## config.mk

```make
export PLATFORM = sky130hd
export DESIGN_NAME = rmsd_front
export DESIGN_NICKNAME = d
export VERILOG_FILES = /design/src/sv/rmsd_pkg.sv /design/src/sv/rmsd_front.sv
export SDC_FILE = /design/constraint.sdc
export NUM_CORES = 1
export LEC_CHECK = 0
export ABC_AREA = 1
export BUFFER_PORTS_ARGS = -buffer_cell sky130_fd_sc_hd__buf_2
export CAP_MARGIN = 10
export CORE_AREA = 2 2 39 41
export DETAILED_ROUTE_END_ITERATION = 8
export DIE_AREA = 0 0 41 43
export GPL_ROUTABILITY_DRIVEN = 0
export PLACE_DENSITY = 0.79
export SLEW_MARGIN = 15
export SYNTH_ARGS = -nofsm -noshare
export SYNTH_HDL_FRONTEND = slang
export SYNTH_SLANG_ARGS = --single-unit
export TNS_END_PERCENT = 100
```

## constraint.sdc

```tcl
create_clock -name vclk -period 0.8
set_input_delay 0.08 -clock vclk [all_inputs]
set_output_delay 0.08 -clock vclk [all_outputs]
set_load 0.01 [all_outputs]
```

## src/sv/rmsd_pkg.sv

```systemverilog
package rmsd_pkg;

  localparam int PANEL_WIDTH_DEF  = 64;
  localparam int PANEL_HEIGHT_DEF = 64;

  localparam int PIX_IDX_W = 12;
  localparam int BYTE_W    = 8;
  localparam int OP_W      = 2;
  localparam int ROW_SEL_W = 5;
  localparam int CFG_W     = 16;
  localparam int CFG_IDX_W = 1;
  localparam int S_TDATA_W = 40;
  localparam int M_TDATA_W = 16;

  localparam int QUEUE_DEPTH = 2;

  localparam logic [CFG_IDX_W-1:0] REG_OE_DWELL  = 1'd0;
  localparam logic [CFG_IDX_W-1:0] REG_FRAME_GAP = 1'd1;

  localparam logic [CFG_W-1:0] OE_DWELL_RST  = 16'd30;
  localparam logic [CFG_W-1:0] FRAME_GAP_RST = 16'd10000;

  typedef enum logic [OP_W-1:0] {
    OP_WRITE   = 2'd0,
    OP_TICK    = 2'd1,
    OP_ENABLE  = 2'd2,
    OP_DISABLE = 2'd3
  } op_t;

  // classified command handed from front to back
  typedef struct packed {
    op_t                  op;
    logic                 in_range;
    logic                 lower;
    logic [PIX_IDX_W-1:0] addr;
    logic [2:0]           rgb;
  } cmd_t;

  // pin levels, lowest bit first: up rgb, lo rgb, row, sclk, lat, oe_n
  typedef struct packed {
    logic                 oe_n;
    logic                 lat;
    logic                 sclk;
    logic [ROW_SEL_W-1:0] row;
    logic [2:0]           lo;
    logic [2:0]           up;
  } pins_t;

endpackage

```

## src/sv/rmsd_front.sv

```systemverilog
module rmsd_front #(
  parameter int PANEL_WIDTH  = rmsd_pkg::PANEL_WIDTH_DEF,
  parameter int PANEL_HEIGHT = rmsd_pkg::PANEL_HEIGHT_DEF
) (
  input  logic                           s_tvalid,
  output logic                           s_tready,
  input  logic [rmsd_pkg::S_TDATA_W-1:0] s_tdata,
  input  logic [rmsd_pkg::OP_W-1:0]      s_tuser,
  input  logic                           q_full,
  input  logic                           clearing,
  output logic                           q_push,
  output rmsd_pkg::cmd_t                 q_cmd
);
  import rmsd_pkg::*;

  localparam int PIXEL_COUNT = PANEL_WIDTH * PANEL_HEIGHT;
  localparam int HALF_PIX    = PIXEL_COUNT / 2;

  logic [PIX_IDX_W-1:0] idx;
  logic [BYTE_W-1:0]    red, green, blue;
  logic                 lower;

  assign idx   = s_tdata[PIX_IDX_W-1:0];
  assign red   = s_tdata[PIX_IDX_W +: BYTE_W];
  assign green = s_tdata[PIX_IDX_W+BYTE_W +: BYTE_W];
  assign blue  = s_tdata[PIX_IDX_W+2*BYTE_W +: BYTE_W];
  assign lower = 32'(idx) >= HALF_PIX;

  assign s_tready = !q_full && !clearing;
  assign q_push   = s_tvalid && s_tready;

  always_comb begin
    q_cmd.op       = op_t'(s_tuser);
    q_cmd.in_range = 32'(idx) < PIXEL_COUNT;
    q_cmd.lower    = lower;
    q_cmd.addr     = lower ? PIX_IDX_W'(32'(idx) - HALF_PIX) : idx;
    q_cmd.rgb      = {|blue, |green, |red};
  end

endmodule

```

==> reports/qor.txt <==
Yosys warnings = 0
DRT Pass-1 Iters = 4
Residual DRC = 0
Largest family of logic cells by synthesized area = buffers and inverters
Worst path top cell family by delay = buffers and inverters
Setup TNS = 0 ns
Die X = 41 um
Gr busiest metal = met2
Setup Fix Bufs, Post-CTS = 0
Syn_nets = 111
Fin Hold WS = 0.160 ns
Pwr Density = 321 mW/mm^2
Crit path max fanout = 1
Leading cell type in the layout, fill and taps excluded = buf_2
Hold path depth = 0
Share of cells above drive strength 1 = 0.407
Syn Std Cell Area = 317 sq um
Worst setup path category = primary input to output port
Yosys cell types = 7
Vias per Instance = 3.49
Area of the multi-input gates = 103 sq um
CTS Hold Bufs = 0
Die area = 0.00176 sq mm
Compound-Gate Fraction of Synth Area = 0
FF+latch count = 0
Port buffer count = 32
Max Clk Rate = 1.59 GHz
M2 GR Usage = 0.153
Starting Density = 0.229
Clock buffer count = 0
Reg area = 0 sq um
Post-route ant nets = 0
CP max stage delay = 0.13 ns
Largest net degree at the start of global routing = 3
Status = finished clean
Final Net Count = 128
Via count = 339
Min Clock Period, post-route = 0.628 ns
Final period utilization = 0.785
Iteration-0 DRC Markers = 2
Mux contribution to synthesized area = 0
# IOs = 66
Met3 usage = 0.00524
Xor/xnor share of the synthesized area = 0
First-pass GRT wire length = 993 um
Vias in the first global route = 301
Synth Area in Adders = 0
GR Layer Usage met1 = 0.0633
Max cap viols = 0
Critical Path Stages = 6
Area Overhead vs Synth = 17.8%
Placed Area = 373 sq um
Worst hold path type = primary input to output port
CP Launch Type = primary input
Die Height = 43 um
WL final = 596 um
Final instance area = 373 sq um
Slowest cell on crit path = buf_2
Post-Synth Simple-Gate Area = 0.300
WL/cell = 6.14 um
# diodes = 0
Mapped Cells = 66
Initial antenna violation count = 0
Row cnt = 14
Buffers & Inverters on Critical Path = 3
Estimated wirelength of the detail-placed design = 570 um
Fin. Hold Viols = 0
Register area share after synthesis = 0
LEAKAGE = 0.297 nW
Fillers = 163
Grt ovf = 0
Worst path cell trace = buf_2 > inv_1 > nand2_1 > nor2_1 > nand2_1 > buf_2
CP Data Required Time = 0.72 ns
VDD IR max = 0.0952 mV
Final count of pins violating max slew = 0
Resized Gates After CTS = 0
Final setup vio count = 0
Core area = 0.00138 sq mm
Crit end category = output port
Avg Cell Area, Syn = 4.80 sq um
Commonest cells after routing, fill and taps aside = buf_2 (32), inv_1 (24), nand2_1 (15)
RSZ-0062 raised after global routing = false
Worst endpoint data arrival time = 0.55 ns
Tot GR Track Use = 0.0729
[power by group]
| part | internal (mW) | switching (mW) | total, mW |
|---|---|---|---|
| clock | 0 | 0 | 0 |
| combinational | 0.0684 | 0.0513 | 0.120 |
| sequential | 0 | 0 | 0 |
| total | 0.0684 | 0.0513 | 0.120 |
[cells in the mapped netlist, drive strengths merged]
cell | number | share of area
inv | 24 | 0.28
buf | 16 | 0.38
nand2 | 15 | 0.18
nor2 | 7 | 0.083
conb | 2 | 0.024
clkbuf | 1 | 0.012
nor3b | 1 | 0.040
[final cells by class]
cell class / count / share of cell area
well taps: 16 / 0.0537
repair buffers: 32 / 0.430
inverters: 24 / 0.242
multi-input cells: 25 / 0.275
[worst paths after layout]
check         from        to
max    s_tdata[16]  q_cmd[0]
min     s_tdata[5]  q_cmd[8]
[logic make-up (layout without fill, tap and decap cells)]
group,count (synthesis),count (layout)
other,2,2
buffers and inverters,41,56
AND/OR/NAND/NOR,23,23
[through the flow]
stage	worst slack, ns	std cells	power (mW)	util
floorplan	0.393	66	0.129	-
global placement	0.177	97	0.115	0.269
detailed placement	0.159	97	0.121	0.269
CTS	0.158	97	0.122	0.269
global route	0.0652	97	0.143	0.269
finish	0.172	97	0.120	0.269
[layer usage]
| layer | share of wire | routed length (um) |
|---|---|---|
| met5 | 0 | 0 |
| met4 | 0.010 | 6 |
| met3 | 0.14 | 86 |
| met2 | 0.56 | 335 |
| met1 | 0.28 | 166 |
(Power assumes the default switching activity.)
