[src/sv/rmsd_pkg.sv]
package rmsd_pkg;

  localparam int PANEL_WIDTH_DEF  = 64;
  localparam int PANEL_HEIGHT_DEF = 64;

  localparam int PIX_IDX_W = 12;
  localparam int BYTE_W    = 8;
  localparam int OP_W      = 2;
  localparam int ROW_SEL_W = 5;
  localparam int CFG_W     = 16;
  localparam int CFG_IDX_W = 1;
  localparam int S_TDATA_W = 40;
  localparam int M_TDATA_W = 16;

  localparam int QUEUE_DEPTH = 2;

  localparam logic [CFG_IDX_W-1:0] REG_OE_DWELL  = 1'd0;
  localparam logic [CFG_IDX_W-1:0] REG_FRAME_GAP = 1'd1;

  localparam logic [CFG_W-1:0] OE_DWELL_RST  = 16'd30;
  localparam logic [CFG_W-1:0] FRAME_GAP_RST = 16'd10000;

  typedef enum logic [OP_W-1:0] {
    OP_WRITE   = 2'd0,
    OP_TICK    = 2'd1,
    OP_ENABLE  = 2'd2,
    OP_DISABLE = 2'd3
  } op_t;

  // classified command handed from front to back
  typedef struct packed {
    op_t                  op;
    logic                 in_range;
    logic                 lower;
    logic [PIX_IDX_W-1:0] addr;
    logic [2:0]           rgb;
  } cmd_t;

  // pin levels, lowest bit first: up rgb, lo rgb, row, sclk, lat, oe_n
  typedef struct packed {
    logic                 oe_n;
    logic                 lat;
    logic                 sclk;
    logic [ROW_SEL_W-1:0] row;
    logic [2:0]           lo;
    logic [2:0]           up;
  } pins_t;

endpackage

[src/sv/rmsd_queue.sv]
module rmsd_queue (
  input  logic           clk,
  input  logic           rst,
  input  logic           push,
  input  rmsd_pkg::cmd_t push_cmd,
  output logic           full,
  input  logic           pop,
  output logic           not_empty,
  output rmsd_pkg::cmd_t head
);
  import rmsd_pkg::*;

  localparam int PW = $clog2(QUEUE_DEPTH);
  localparam int NW = $clog2(QUEUE_DEPTH + 1);

  cmd_t          slots [QUEUE_DEPTH];
  logic [PW-1:0] wr_ptr, rd_ptr;
  logic [NW-1:0] count;

  assign full      = count == NW'(QUEUE_DEPTH);
  assign not_empty = count != '0;
  assign head      = slots[rd_ptr];

  always_ff @(posedge clk) begin
    if (push) begin
      slots[wr_ptr] <= push_cmd;
    end
  end

  always_ff @(posedge clk) begin
    if (rst) begin
      wr_ptr <= '0;
      rd_ptr <= '0;
      count  <= '0;
    end else begin
      if (push) begin
        wr_ptr <= (wr_ptr == PW'(QUEUE_DEPTH - 1)) ? '0 : wr_ptr + 1'b1;
      end
      if (pop) begin
        rd_ptr <= (rd_ptr == PW'(QUEUE_DEPTH - 1)) ? '0 : rd_ptr + 1'b1;
      end
      count <= count + NW'(push) - NW'(pop);
    end
  end

endmodule

[config.mk]
export PLATFORM = sky130hd
export DESIGN_NAME = rmsd_queue
export DESIGN_NICKNAME = d
export VERILOG_FILES = /design/src/sv/rmsd_pkg.sv /design/src/sv/rmsd_queue.sv
export SDC_FILE = /design/constraint.sdc
export NUM_CORES = 1
export LEC_CHECK = 0
export BUFFER_PORTS_ARGS = -buffer_cell sky130_fd_sc_hd__buf_2
export CAP_MARGIN = 20
export CORE_UTILIZATION = 41
export DETAILED_ROUTE_END_ITERATION = 8
export GPL_TIMING_DRIVEN = 0
export PLACE_DENSITY_LB_ADDON = 0.05
export SETUP_SLACK_MARGIN = 0.3
export SYNTH_ARGS = -nofsm -noshare
export SYNTH_HDL_FRONTEND = slang
export SYNTH_SLANG_ARGS = --single-unit
[constraint.sdc]
create_clock -name clk -period 1.9 [get_ports clk]
set_clock_uncertainty 0.1 [all_clocks]
set_input_delay 0.285 -clock clk [delete_from_list [all_inputs] [get_ports clk]]
set_output_delay 0.285 -clock clk [all_outputs]
set_load 0.005 [all_outputs]
==> impl_results.md <==
* Status: finished, final reports clean
* Initial DRC count at 9
* Synth Area in Compound Gates at 0
* Worst rel slew slack at 0.620
* Post-route cell area at 0.00224 mm²
* Final setup fails at 0
* CP endpoint kind: output port
* Slew Limit Fails at 0
* CP Cell Sequence: buf_8, buf_12, mux2_4, buf_6
* Largest net degree at the start of global routing at 20
* Critical path peak fanout at 5
* Async SR Flop Fraction at 0
* GRT Util Overall at 0.132
* Final period utilization at 0.890
* Mux share of post-synthesis cell area at 0.153
* Worst EP arrival at roughly 1.3 ns
* Antenna violations before repair at 0
* Tmin final at ~1.7 ns
* Core Box Area at 0.00374 mm²
* Sum of negative setup slack at 0 ns
* Worst-case reg-to-reg path depth at 1
* Fmax at 0.592 GHz
* Die W at approximately 65 µm
* Placed Cells incl. Taps at roughly 170
* Wire per inst at 13.3 µm
* Die Ht at 65.3 µm
* Sequential cell area fraction in the yosys report at 0.756
* Mapped Area at 0.00164 mm²
* Final antenna-violating net count at 0
* I/O pin count at between 40 and 50
* Top post-synthesis cells by area: edfxtp_1 69%, mux2_4 9.1%, mux2_2 6.2%
* Fillers at 302
* Simple-Gate Fraction of Synth Area at 0.0282
* Vias in the first global route at 900
* Layout cells sized above 1 at 0.578
* Yosys cell types at 14
* Top cell type's share of synthesized area at 0.695
* NumNets Final at 159
* TritonRoute pass-1 iters at 5
* Cells after Synth at 80
* Crit path kind: reg2out
* Post-route setup slack at between 0.2 and 0.25 ns
* Hold_buf cts at 0
* Post-Layout Cell Count at approximately 180
* Cts bufs inserted at 5
* Power Dens Cells at 911 mW/mm²
* Hold violation count in the final report at 0
* Synth Flop Type: edfxtp_1
* CP endpoint: head[12]
* Adder-Cell Fraction of Synth Area at 0.0152
* DP Wirelength at 1.46 mm
* Worst-path clk slew at 0.07 ns
* RSZ-0062 raised after global routing: yes
* Commonest cells post-synth: 38 x edfxtp_1, 10 x mux2_4, 9 x mux2_2, 5 x dfxtp_1, 4 x nor2_1
* Clock latency on the worst-skew pair at 0.29 ns
* Multi-input gate area at 405 µm²
* First-pass GRT wire length at about 3.9 mm
* Measured slew at the worst slew-check pin at 0.568 ns
* Area of the die at 0.00426 mm²
* Number of flops mapped to enable cells by yosys at 38
* FF+latch count, synth at 43
* CTS tree: yes
* CTS Sinks at 43
* Top-count cell post-synth: edfxtp_1
* Via count at 838
* YS warnings at 0
* FF+latch area at 0.00124 mm²
* Post-synthesis xor/xnor area fraction at 0.0244
* # DRC at 0
* Slowest cell on crit path: dfxtp_2
* Syn_nets at 105
* Reg2Reg Setup Slack at about 0.55 ns
* Core Util, Final at 0.600
* Worst Path Required at 1.51 ns
* Htree depth at 2
* Area leader, netlist: edfxtp_1
* Worst r2r dst: slots[1][3]$_DFFE_PP_
* Clk root buf: clkbuf_8
* # Max-Cap Violations at 0
* Row count at 22
* N_diodes at 0
* Gr ovfl total at 0
* Synth-to-Final Area Change at 36.6%
* Post-synthesis average cell area at 20.5 µm²
* Main combinational cell family by area after synthesis: multiplexers
* Max VDD drop at between 0.6 and 0.7 mV
* LEAKAGE at 0.913 nW
* Final wirelength at ~2.4 mm
* Startpoint Class: flip-flop
* Worst r2r src: wr_ptr$_SDFFE_PP0P_
* Crit-path max cell delay at 0.33 ns
* Input/output buffers at 43
* Via density at 4.58
* Min-Delay Path Class: in2reg
* Dpl cell area at 0.00192 mm²
* Setup slack at placement at 0.154 ns
* Starting Density at 0.439
* Final RePlAce weighted congestion at 0.637
* Max clock buf depth at 2
==> registers in the layout (all words and copies together) (netlist names), named ones only <==
register and count:
slots 38, count 2, rd_ptr 1, wr_ptr 1
==> through the flow <==
| step | power (mW) | hold slack [ns] |
|---|---|---|
| final | 2.05 | 0.0800 |
| after global routing | 2.14 | 0.0677 |
| after CTS | 2.06 | 0.0696 |
| after detailed placement | 1.42 | 0.377 |
| after global placement | 1.41 | 0.372 |
| after floorplan | 1.31 | 0.257 |
==> routing by layer <==
layer,GRT usage,part of all wire,up-vias
met2,0.233,0.54,30
met1,0.133,0.38,398
met3,0.0590,0.060,6
met5,0,0,-
met4,0.0571,0.016,0
li1,-,-,404
==> kinds of logic after synthesis <==
group                    after synthesis
XOR/XNOR                               3
multiplexers                          19
adder cells (fa/ha/maj)                2
AND/OR/NAND/NOR                        9
flip-flops                            43
buffers and inverters                  4
==> layout make-up <==
type                            count  area share
Buffer                              2      0.0156
Clock buffer                        7      0.0340
Sequential cell                    43       0.554
Inverter                            2     0.00334
Tap cell                           48      0.0268
Timing Repair Buffer               47       0.184
Clock inverter                      1     0.00223
Multi-Input combinational cell     33       0.181
==> worst min path at each step <==
| stage | from | endpoint | slack (ns) | cells past startpoint |
|---|---|---|---|---|
| finish | push_cmd[16] | slots[0][16]$_DFFE_PP_ | 0.08 | 1 |
| global route | push_cmd[16] | slots[1][16]$_DFFE_PP_ | 0.07 | 1 |
| CTS | push_cmd[16] | slots[0][16]$_DFFE_PP_ | 0.07 | 1 |
| detailed placement | push_cmd[14] | slots[0][14]$_DFFE_PP_ | 0.38 | 1 |
| global placement | push_cmd[16] | slots[1][16]$_DFFE_PP_ | 0.37 | 1 |
| floorplan | rst | count[0]$_SDFF_PP0_ | 0.26 | 1 |
==> cell usage in the layout (no fill, tap or decap), drive strengths merged, types with 2 or more instances in the layout <==
cell type	n
edfxtp	38
nor2b	3
nor2	4
buf	49
inv	2
dfxtp	5
xnor2	2
ha	2
clkbuf	7
mux2	19
==> report_power, final <==
part           switching [mW]  total [mW]  leakage [nW]  internal (mW)
Clock                   0.278       0.536        0.0422          0.258
Combinational           0.131       0.387         0.472          0.255
Sequential             0.0228        1.12         0.399           1.10
==> critical path, delay by kind of cell (launching register included) <==
family / cells / cell delay [ns]
buffers and inverters: 3 / 0.38
flip-flops: 1 / 0.33
multiplexers: 1 / 0.30
==> what timing repair did <==
action,in CTS,in global routing
setup buffers,3,0
resized for setup,29,5
cloned,1,0
setup endpoints to repair,57,19
pin swaps,0,0
No activity file was read; power rests on OpenSTA's default activity.
